==> src/hw/rtl/lfsa_pkg.sv <==
// ----------------------------------------------------------------------------
// lfsa_pkg: shared types and constants of the lowest-free slot allocator
// Beat structs, register indexes, reset values and the sequencer state type.
// ----------------------------------------------------------------------------
`default_nettype none

package lfsa_pkg;

    localparam int SLOT_W    = 20;
    localparam int CNT_W     = 7;
    localparam int STRIDE_W  = 13;
    localparam int ADDR_W    = 64;
    localparam int CFG_IDX_W = 3;
    localparam int PROD_W    = SLOT_W + STRIDE_W;

    // Configuration register indexes
    localparam logic [CFG_IDX_W-1:0] CFG_START_SLOT   = 3'd0;
    localparam logic [CFG_IDX_W-1:0] CFG_SLOT_COUNT   = 3'd1;
    localparam logic [CFG_IDX_W-1:0] CFG_STRIDE_BYTES = 3'd2;
    localparam logic [CFG_IDX_W-1:0] CFG_CPU_BASE     = 3'd3;
    localparam logic [CFG_IDX_W-1:0] CFG_GPU_BASE     = 3'd4;
    localparam logic [CFG_IDX_W-1:0] CFG_GPU_VISIBLE  = 3'd5;

    // Request actions
    localparam logic ACT_ALLOC = 1'b0;
    localparam logic ACT_FREE  = 1'b1;

    // Largest batch one request may ask for
    localparam logic [CNT_W-1:0] RESULT_LIMIT = 7'd64;

    // Register reset values
    localparam logic [SLOT_W-1:0]   RST_START_SLOT  = 20'd0;
    localparam logic [CNT_W-1:0]    RST_SLOT_COUNT  = 7'd64;
    localparam logic [STRIDE_W-1:0] RST_STRIDE      = 13'd32;
    localparam logic [ADDR_W-1:0]   RST_BASE        = 64'd0;
    localparam logic                RST_GPU_VISIBLE = 1'b0;

    typedef struct packed {
        logic              action;
        logic [CNT_W-1:0]  want_count;
        logic [SLOT_W-1:0] release_slot;
    } t_req;

    typedef struct packed {
        logic [SLOT_W-1:0] granted_slot;
        logic [ADDR_W-1:0] cpu_address;
        logic [ADDR_W-1:0] gpu_address;
        logic              gpu_valid;
        logic              shortage;
        logic              last;
    } t_res;

    // One beat handed from the sequencer to the address unit
    typedef struct packed {
        logic              valid;
        logic              shortage;
        logic              last;
        logic [SLOT_W-1:0] slot;
    } t_issue;

    // Free map commands from the sequencer
    typedef struct packed {
        logic clear;
        logic free_en;
        logic take;
    } t_map_ctl;

    typedef enum logic [1:0] {
        ST_IDLE  = 2'b01,
        ST_GRANT = 2'b10
    } t_state;

endpackage

`default_nettype wire

==> src/hw/rtl/lfsa_map.sv <==
// ----------------------------------------------------------------------------
// lfsa_map: free map and free count
// Keeps one free bit per slot, finds the lowest free slot, takes and returns slots.
// ----------------------------------------------------------------------------
`default_nettype none

module lfsa_map #(
    parameter int  MAX_SLOTS = 64,
    localparam int TW        = $clog2(MAX_SLOTS + 1),
    localparam int IW        = (MAX_SLOTS > 1) ? $clog2(MAX_SLOTS) : 1
) (
    input  wire                             i_clk,
    input  wire                             i_rst_n,
    input  lfsa_pkg::t_map_ctl              i_ctl,
    input  wire [lfsa_pkg::SLOT_W-1:0]      i_release_slot,
    input  wire [lfsa_pkg::SLOT_W-1:0]      i_start_slot,
    input  wire [lfsa_pkg::CNT_W-1:0]       i_slot_count,
    input  wire [lfsa_pkg::CNT_W-1:0]       i_clear_count,
    output logic [TW-1:0]                   o_free_total,
    output logic [lfsa_pkg::SLOT_W-1:0]     o_grant_slot
);

    logic [MAX_SLOTS-1:0]        r_map;
    logic [TW-1:0]               r_total;
    logic [MAX_SLOTS-1:0]        low_oh;
    logic [IW-1:0]               low_idx;
    logic [lfsa_pkg::SLOT_W-1:0] rel_off;
    logic [TW-1:0]               live;
    logic                        in_range;

    function automatic logic [TW-1:0] live_of(input logic [lfsa_pkg::CNT_W-1:0] cnt);
        logic [TW-1:0] v;
        if (int'(cnt) > MAX_SLOTS) begin
            v = TW'(MAX_SLOTS);
        end else begin
            v = TW'(cnt);
        end
        return v;
    endfunction

    function automatic logic [MAX_SLOTS-1:0] fill_of(input logic [TW-1:0] cnt);
        logic [MAX_SLOTS-1:0] m;
        for (int i = 0; i < MAX_SLOTS; i++) begin
            m[i] = (i < int'(cnt));
        end
        return m;
    endfunction

    // Isolate the lowest set bit and encode it
    always_comb begin
        low_oh  = r_map & (~r_map + MAX_SLOTS'(1));
        low_idx = '0;
        for (int i = 0; i < MAX_SLOTS; i++) begin
            if (low_oh[i]) begin
                low_idx = low_idx | IW'(i);
            end
        end
    end

    always_comb begin
        live     = live_of(i_slot_count);
        rel_off  = i_release_slot - i_start_slot;
        in_range = (rel_off < lfsa_pkg::SLOT_W'(live));
    end

    always_ff @(posedge i_clk) begin
        if (!i_rst_n) begin
            r_map   <= fill_of(live_of(lfsa_pkg::RST_SLOT_COUNT));
            r_total <= live_of(lfsa_pkg::RST_SLOT_COUNT);
        end else if (i_ctl.clear) begin
            r_map   <= fill_of(live_of(i_clear_count));
            r_total <= live_of(i_clear_count);
        end else if (i_ctl.free_en) begin
            if (in_range && !r_map[rel_off[IW-1:0]]) begin
                r_map[rel_off[IW-1:0]] <= 1'b1;
                r_total                <= r_total + TW'(1);
            end
        end else if (i_ctl.take) begin
            r_map   <= r_map & ~low_oh;
            r_total <= r_total - TW'(1);
        end
    end

    assign o_free_total = r_total;
    assign o_grant_slot = i_start_slot + lfsa_pkg::SLOT_W'(low_idx);

endmodule

`default_nettype wire

==> src/hw/rtl/lfsa_addr.sv <==
// ----------------------------------------------------------------------------
// lfsa_addr: address unit
// Multiplies slot by stride, then adds the CPU and GPU bases; two stages.
// ----------------------------------------------------------------------------
`default_nettype none

module lfsa_addr (
    input  wire                            i_clk,
    input  wire                            i_rst_n,
    input  lfsa_pkg::t_issue               i_issue,
    input  wire [lfsa_pkg::STRIDE_W-1:0]   i_stride,
    input  wire [lfsa_pkg::ADDR_W-1:0]     i_cpu_base,
    input  wire [lfsa_pkg::ADDR_W-1:0]     i_gpu_base,
    input  wire                            i_gpu_visible,
    output logic                           o_valid,
    output lfsa_pkg::t_res                 o_res
);

    lfsa_pkg::t_issue              r_s1;
    logic [lfsa_pkg::PROD_W-1:0]   r_prod;
    logic                          r_valid;
    lfsa_pkg::t_res                r_res;
    logic [lfsa_pkg::ADDR_W-1:0]   delta;

    assign delta = lfsa_pkg::ADDR_W'(r_prod);

    always_ff @(posedge i_clk) begin
        if (!i_rst_n) begin
            r_s1.valid <= 1'b0;
            r_valid    <= 1'b0;
        end else begin
            r_s1.valid <= i_issue.valid;
            r_valid    <= r_s1.valid;
        end
        r_s1.shortage <= i_issue.shortage;
        r_s1.last     <= i_issue.last;
        r_s1.slot     <= i_issue.slot;
        r_prod        <= lfsa_pkg::PROD_W'(i_issue.slot) * lfsa_pkg::PROD_W'(i_stride);
        if (r_s1.shortage) begin
            r_res.granted_slot <= '0;
            r_res.cpu_address  <= '0;
            r_res.gpu_address  <= '0;
            r_res.gpu_valid    <= 1'b0;
            r_res.shortage     <= 1'b1;
            r_res.last         <= 1'b1;
        end else begin
            r_res.granted_slot <= r_s1.slot;
            r_res.cpu_address  <= i_cpu_base + delta;
            r_res.gpu_address  <= i_gpu_visible ? (i_gpu_base + delta) : '0;
            r_res.gpu_valid    <= i_gpu_visible;
            r_res.shortage     <= 1'b0;
            r_res.last         <= r_s1.last;
        end
    end

    assign o_valid = r_valid;
    assign o_res   = r_res;

endmodule

`default_nettype wire

==> src/hw/rtl/lowest_free_slot_allocator_top.sv <==
// A free updates the free map and gives no beat. An allocate of N slots holds busy
// while it grants them; its beats leave the address unit registers one per cycle.
// A shortage beat is issued in the start cycle and busy stays low.
// Throughput: one granted slot per cycle, set by the single find-lowest/clear of the map.
// Reset (synchronous, active low) restores the register defaults and frees the range.
// ----------------------------------------------------------------------------
// lowest_free_slot_allocator_top: lowest-free-first descriptor slot allocator
// Sequencer that grants slots one per cycle from the free map and feeds the
// shared address unit; configuration registers and the free map clear.
// ----------------------------------------------------------------------------
`default_nettype none

module lowest_free_slot_allocator_top #(
    parameter int  MAX_SLOTS = 64,
    localparam int TW        = $clog2(MAX_SLOTS + 1)
) (
    input  wire                              i_clk,
    input  wire                              i_rst_n,
    // command side
    input  wire                              i_start,
    output logic                             o_busy,
    input  lfsa_pkg::t_req                   i_req,
    // result side, one strobe per beat, no back-pressure
    output logic                             o_res_valid,
    output lfsa_pkg::t_res                   o_res,
    // configuration write port
    input  wire                              i_cfg_we,
    input  wire [lfsa_pkg::CFG_IDX_W-1:0]    i_cfg_idx,
    input  wire [lfsa_pkg::ADDR_W-1:0]       i_cfg_wdata
);

    // Configuration registers
    logic [lfsa_pkg::SLOT_W-1:0]   r_start_slot;
    logic [lfsa_pkg::CNT_W-1:0]    r_slot_count;
    logic [lfsa_pkg::CNT_W-1:0]    n_slot_count;
    logic [lfsa_pkg::STRIDE_W-1:0] r_stride;
    logic [lfsa_pkg::ADDR_W-1:0]   r_cpu_base;
    logic [lfsa_pkg::ADDR_W-1:0]   r_gpu_base;
    logic                          r_gpu_visible;
    logic                          cfg_hit;

    // Sequencer
    lfsa_pkg::t_state              r_state;
    logic [lfsa_pkg::CNT_W-1:0]    r_remain;
    logic                          accept;
    logic                          too_many;

    lfsa_pkg::t_map_ctl            map_ctl;
    lfsa_pkg::t_issue              issue;
    logic [TW-1:0]                 free_total;
    logic [lfsa_pkg::SLOT_W-1:0]   grant_slot;

    // Decode the register index; an index past the list writes nothing and clears nothing
    always_comb begin
        cfg_hit      = 1'b0;
        n_slot_count = r_slot_count;
        unique case (i_cfg_idx)
            lfsa_pkg::CFG_START_SLOT,
            lfsa_pkg::CFG_STRIDE_BYTES,
            lfsa_pkg::CFG_CPU_BASE,
            lfsa_pkg::CFG_GPU_BASE,
            lfsa_pkg::CFG_GPU_VISIBLE: begin
                cfg_hit = i_cfg_we;
            end
            lfsa_pkg::CFG_SLOT_COUNT: begin
                cfg_hit = i_cfg_we;
                if (i_cfg_we) begin
                    n_slot_count = i_cfg_wdata[lfsa_pkg::CNT_W-1:0];
                end
            end
            default: begin
                cfg_hit = 1'b0;
            end
        endcase
    end

    always_ff @(posedge i_clk) begin
        if (!i_rst_n) begin
            r_start_slot  <= lfsa_pkg::RST_START_SLOT;
            r_slot_count  <= lfsa_pkg::RST_SLOT_COUNT;
            r_stride      <= lfsa_pkg::RST_STRIDE;
            r_cpu_base    <= lfsa_pkg::RST_BASE;
            r_gpu_base    <= lfsa_pkg::RST_BASE;
            r_gpu_visible <= lfsa_pkg::RST_GPU_VISIBLE;
        end else begin
            r_slot_count <= n_slot_count;
            if (i_cfg_we && (i_cfg_idx == lfsa_pkg::CFG_START_SLOT)) begin
                r_start_slot <= i_cfg_wdata[lfsa_pkg::SLOT_W-1:0];
            end
            if (i_cfg_we && (i_cfg_idx == lfsa_pkg::CFG_STRIDE_BYTES)) begin
                r_stride <= i_cfg_wdata[lfsa_pkg::STRIDE_W-1:0];
            end
            if (i_cfg_we && (i_cfg_idx == lfsa_pkg::CFG_CPU_BASE)) begin
                r_cpu_base <= i_cfg_wdata;
            end
            if (i_cfg_we && (i_cfg_idx == lfsa_pkg::CFG_GPU_BASE)) begin
                r_gpu_base <= i_cfg_wdata;
            end
            if (i_cfg_we && (i_cfg_idx == lfsa_pkg::CFG_GPU_VISIBLE)) begin
                r_gpu_visible <= i_cfg_wdata[0];
            end
        end
    end

    // Take a command only in idle; a shortage is decided right at the start cycle
    assign o_busy   = (r_state != lfsa_pkg::ST_IDLE);
    assign accept   = i_start && (r_state == lfsa_pkg::ST_IDLE);
    assign too_many = (int'(i_req.want_count) > int'(free_total))
                   || (i_req.want_count > lfsa_pkg::RESULT_LIMIT);

    always_comb begin
        map_ctl.clear   = cfg_hit;
        map_ctl.free_en = accept && (i_req.action == lfsa_pkg::ACT_FREE);
        map_ctl.take    = (r_state == lfsa_pkg::ST_GRANT);

        issue          = '0;
        if (r_state == lfsa_pkg::ST_GRANT) begin
            // Grant the lowest free slot this cycle; mark the final one
            issue.valid = 1'b1;
            issue.slot  = grant_slot;
            issue.last  = (r_remain == lfsa_pkg::CNT_W'(1));
        end else if (accept && (i_req.action == lfsa_pkg::ACT_ALLOC)
                     && (i_req.want_count != '0) && too_many) begin
            // Send one shortage beat and allocate nothing
            issue.valid    = 1'b1;
            issue.shortage = 1'b1;
            issue.last     = 1'b1;
        end
    end

    always_ff @(posedge i_clk) begin
        if (!i_rst_n) begin
            r_state  <= lfsa_pkg::ST_IDLE;
            r_remain <= '0;
        end else begin
            unique case (r_state)
                lfsa_pkg::ST_IDLE: begin
                    if (accept && (i_req.action == lfsa_pkg::ACT_ALLOC)
                        && (i_req.want_count != '0) && !too_many) begin
                        r_remain <= i_req.want_count;
                        r_state  <= lfsa_pkg::ST_GRANT;
                    end
                end
                lfsa_pkg::ST_GRANT: begin
                    r_remain <= r_remain - lfsa_pkg::CNT_W'(1);
                    if (r_remain == lfsa_pkg::CNT_W'(1)) begin
                        r_state <= lfsa_pkg::ST_IDLE;
                    end
                end
                default: begin
                    r_state <= lfsa_pkg::ST_IDLE;
                end
            endcase
        end
    end

    lfsa_map #(
        .MAX_SLOTS (MAX_SLOTS)
    ) u_map (
        .i_clk          (i_clk),
        .i_rst_n        (i_rst_n),
        .i_ctl          (map_ctl),
        .i_release_slot (i_req.release_slot),
        .i_start_slot   (r_start_slot),
        .i_slot_count   (r_slot_count),
        .i_clear_count  (n_slot_count),
        .o_free_total   (free_total),
        .o_grant_slot   (grant_slot)
    );

    // Addresses use the register values as they stand; the user must hold the values of the
    // idle window until every beat of the request has left, which the block does not enforce
    lfsa_addr u_addr (
        .i_clk         (i_clk),
        .i_rst_n       (i_rst_n),
        .i_issue       (issue),
        .i_stride      (r_stride),
        .i_cpu_base    (r_cpu_base),
        .i_gpu_base    (r_gpu_base),
        .i_gpu_visible (r_gpu_visible),
        .o_valid       (o_res_valid),
        .o_res         (o_res)
    );

endmodule

`default_nettype wire

==> config.mk <==
export PLATFORM = sky130hd
export DESIGN_NAME = lowest_free_slot_allocator_top
export DESIGN_NICKNAME = d
export VERILOG_FILES = /design/src/hw/rtl/lfsa_pkg.sv /design/src/hw/rtl/lfsa_map.sv /design/src/hw/rtl/lfsa_addr.sv /design/src/hw/rtl/lowest_free_slot_allocator_top.sv
export SDC_FILE = /design/constraint.sdc
export NUM_CORES = 2
export LEC_CHECK = 0
export BUFFER_PORTS_ARGS = -buffer_cell sky130_fd_sc_hd__buf_2
export CORE_UTILIZATION = 55
export DETAILED_ROUTE_END_ITERATION = 16
export GPL_ROUTABILITY_DRIVEN = 0
export MAX_ROUTING_LAYER = met4
export PLACE_DENSITY_LB_ADDON = 0.05
export RECOVER_POWER = 100
export SYNTH_ARGS = -nofsm -noshare
export SYNTH_HDL_FRONTEND = slang
export SYNTH_SLANG_ARGS = --single-unit
==> constraint.sdc <==
create_clock -name i_clk -period 12.9 [get_ports i_clk]
set_input_delay 0.645 -clock i_clk [delete_from_list [all_inputs] [get_ports i_clk]]
set_output_delay 0.645 -clock i_clk [all_outputs]
set_load 0.02 [all_outputs]
==> out/summary.txt <==
Status -> finished with violations
Failing checks -> max-capacitance violations, max-slew violations
Chip Width -> 244 um
Peak Freq -> 83.9 MHz
Core area -> 57900 um2
IO Pins -> 252
Crit path time final -> 11920 ps
Static Leak -> 15.2 nW
TritonCTS clock tree -> yes
Cells after Synth -> 4060
Largest net degree at the start of global routing -> 95
CP max stage cell -> or4_1
Final setup fails -> 0
CTS Hold Bufs -> 0
Crit path required time -> 13410 ps
Die H -> 244 um
CP peak stage delay -> 680 ps
Commonest cells post-synth -> nand2_1 (661), dfxtp_1 (457), a21oi_1 (376), inv_1 (355), nor2_1 (281)
Syn Nets -> 4551
Ranking of synthesized cells by area -> dfxtp_1 (28%), fa_1 (13%), nand2_1 (7.7%), ha_1 (7.3%), a21oi_1 (5.8%)
Slew margin rel. -> -220%
Clock-pin slew on the worst setup and hold paths -> 60 ps
Yosys cell types -> 88
Iteration-0 DRC Markers -> 3028
Vias -> 30300
P per Cell Area -> 97.6 nW/um2
RSZ-0062 raised after global routing -> no
Nets@finish -> 4704
Global route total overflow -> 0
DRC -> 0
Async S/R FF share, synth -> 0%
CTS Sinks -> 457
Final count of pins violating max slew -> 564
Buffers on Ports -> 251
Yosys reg bits -> 457
Wire length per cell after detailed routing -> 20.5 um
Post-CTS Setup Inserts -> 0
Starting density of the core -> 55.8%
Worst-case vdd ir drop -> 0.0000971 V
Vias per inst -> 6.03
Final Cycle Share -> 92.4%
Fin cells -> 5023
GRT Total Usage -> 35.2%
Rows -> 88
Critical path capture point type -> flop
Number of instances in the placed design -> 4925
Final Hold Viols -> 0
Layout area overhead -> 10.7%
Crit-path leading delay family -> simple AND/OR/NAND/NOR gates
Share of cells above drive strength 1 -> 6.23%
Die ar. -> 59700 um2
Most frequent cell after synthesis -> nand2_1
Detail Route Antenna Nets -> 0
Synth warn -> 0
Register area share after synthesis -> 28.3%
Initial antenna violation count -> 4
Worst endpoint data arrival time -> 12420 ps
Dominant cell type by area after synthesis -> dfxtp_1
First-pass DRT Iterations -> 7
Min-delay worst type -> in2reg
Filler cells -> 5445
DP Wirelength -> 74.9 mm
Footprint of the multi-input gates -> 21000 um2
Worst-margin pin slew -> 4810 ps
Vias in the first global route -> 28800
PostCTS Resize Cnt -> 0
Clk_lat worst skew -> 640 ps
Maximum buffer depth of the clock tree -> 3
Crit-path most repeated cell -> fa_1
H-tree Lvls -> 2
TritonCTS buffer count -> 51
Setup TNS -> 0 ps
MaxCap Viol Count -> 11
First-pass GRT wire length -> 162 mm
Post-Route WL -> 103 mm
Mapped Avg Cell Area -> 7.96 um2
Post-synthesis cell area -> 32300 um2
Main synth FF type -> dfxtp_1
Clk_skew -> 28.8 ps
Setup Crit Path Kind -> reg2reg
Storage cell area -> 9150 um2
Highest fanout seen on the critical path -> 15
Crit path buffers/inverters -> 5
EDFF count, synth -> 0
Startpoint types -> flop
Synth top area share -> 28.3%
CTS root buffer -> clkbuf_16
## path summary, 6_finish.rpt
kind / startpoint / to / slack [ps] / depth (start not counted)
worst max register to register: u_map.r_map[0]$_SDFFE_PN1P_ / u_addr.r_prod[32]$_DFF_P_ / 980 / 39
worst min-delay path: i_cfg_wdata[43] / r_gpu_base[43]$_SDFFE_PN0P_ / 280 / 3
worst min register to register: u_addr.r_s1[6]$_DFF_P_ / u_addr.o_res[137]$_SDFF_PP0_ / 430 / 1
worst max-delay path: u_map.r_map[0]$_SDFFE_PN1P_ / u_addr.r_prod[32]$_DFF_P_ / 980 / 39
## layer usage
metal / global-route usage [%] / vias to the layer above / wire [um]
met2: 51.7 / 1575 / 43800
met1: 47.3 / 14300 / 43700
li1: - / 14100 / -
met4: 13.5 / 0 / 3940
met5: - / - / 0
met3: 7.30 / 311 / 11300
## flip-flops by register name, summed over array words and instances, names as in the netlist
name and cells:
r_gpu_base 64, r_slot_count 7, u_addr.o_valid 1, u_map.r_map 64, r_state 2, u_addr.o_res 151, u_addr.r_prod 33, u_map.o_free_total 7
r_start_slot 20, r_cpu_base 64, r_gpu_visible 1, u_addr.r_s1 23, r_stride 13, r_remain 7
## placed cells by master, fill, tap and decap left out, drive strengths merged, types with 17 or more instances in the layout
cell type,instances
a211oi,41
and2,118
xnor2,83
inv,358
nand2b,35
o21a,23
o211ai,23
xor2,57
nand4,39
nand3,90
buf,126
nor2b,44
nor2,281
o31ai,20
and3,33
mux2i,25
ha,189
a21o,70
nor4,24
nand2,661
fa,203
a21oi,376
o22ai,24
nor3,90
clkinv,17
or3,24
o21ai,169
clkbuf,257
a31oi,33
dfxtp,457
## area by class of cell
cell class / instances / share of cell area, %
diodes: 3 / 0.0210
flip-flops and latches: 457 / 25.6
clock buffers: 69 / 4.07
inverters: 361 / 3.79
repair buffers: 314 / 3.95
clock inverters: 26 / 1.13
well taps: 765 / 2.68
multi-input cells: 3028 / 58.8
## where the power goes
group / internal [W] / switching, W
Combinational: 0.000122 / 0.000242
Clock: 0.000974 / 0.000645
Sequential: 0.00145 / 0.0000572
Total: 0.00255 / 0.000945
## worst reg2reg max path, delay by kind of cell (launching register included)
| kind | cells | cell delay (ps) |
|---|---|---|
| buf+inv | 5 | 620 |
| simple gates | 13 | 4360 |
| flops | 1 | 360 |
| compound gates | 11 | 2670 |
| xor+xnor | 2 | 220 |
| fa+ha+maj | 8 | 3600 |
## stage by stage
step                      worst slack, ps  area, um2  hold slack (ps)  power (W)  util (%)
after CTS                            1160      36100              249    0.00349      62.3
after global routing                  255      35800              275    0.00360      61.7
after detailed placement             1180      34200              423    0.00189      59.1
final                                 983      35800              277    0.00349      61.7
after floorplan                      2730      32300              358    0.00175         -
after global placement               1470      34200              418    0.00188      59.1
## cells by family (layout without fill, tap and decap cells)
| group | count (synthesis) | in the layout | share of synthesized area (%) |
|---|---|---|---|
| AND/OR/NAND/NOR | 1510 | 1510 | 21.6 |
| adder cells (fa/ha/maj) | 392 | 392 | 19.9 |
| buffers and inverters | 575 | 770 | 6.74 |
| flip-flops | 457 | 457 | 28.3 |
| XOR/XNOR | 140 | 140 | 3.82 |
| multiplexers | 36 | 36 | 1.30 |
| other | 0 | 3 | 0 |
| AO/OA/AOI/OAI | 950 | 950 | 18.3 |
No activity file was read; power rests on OpenSTA's default activity.
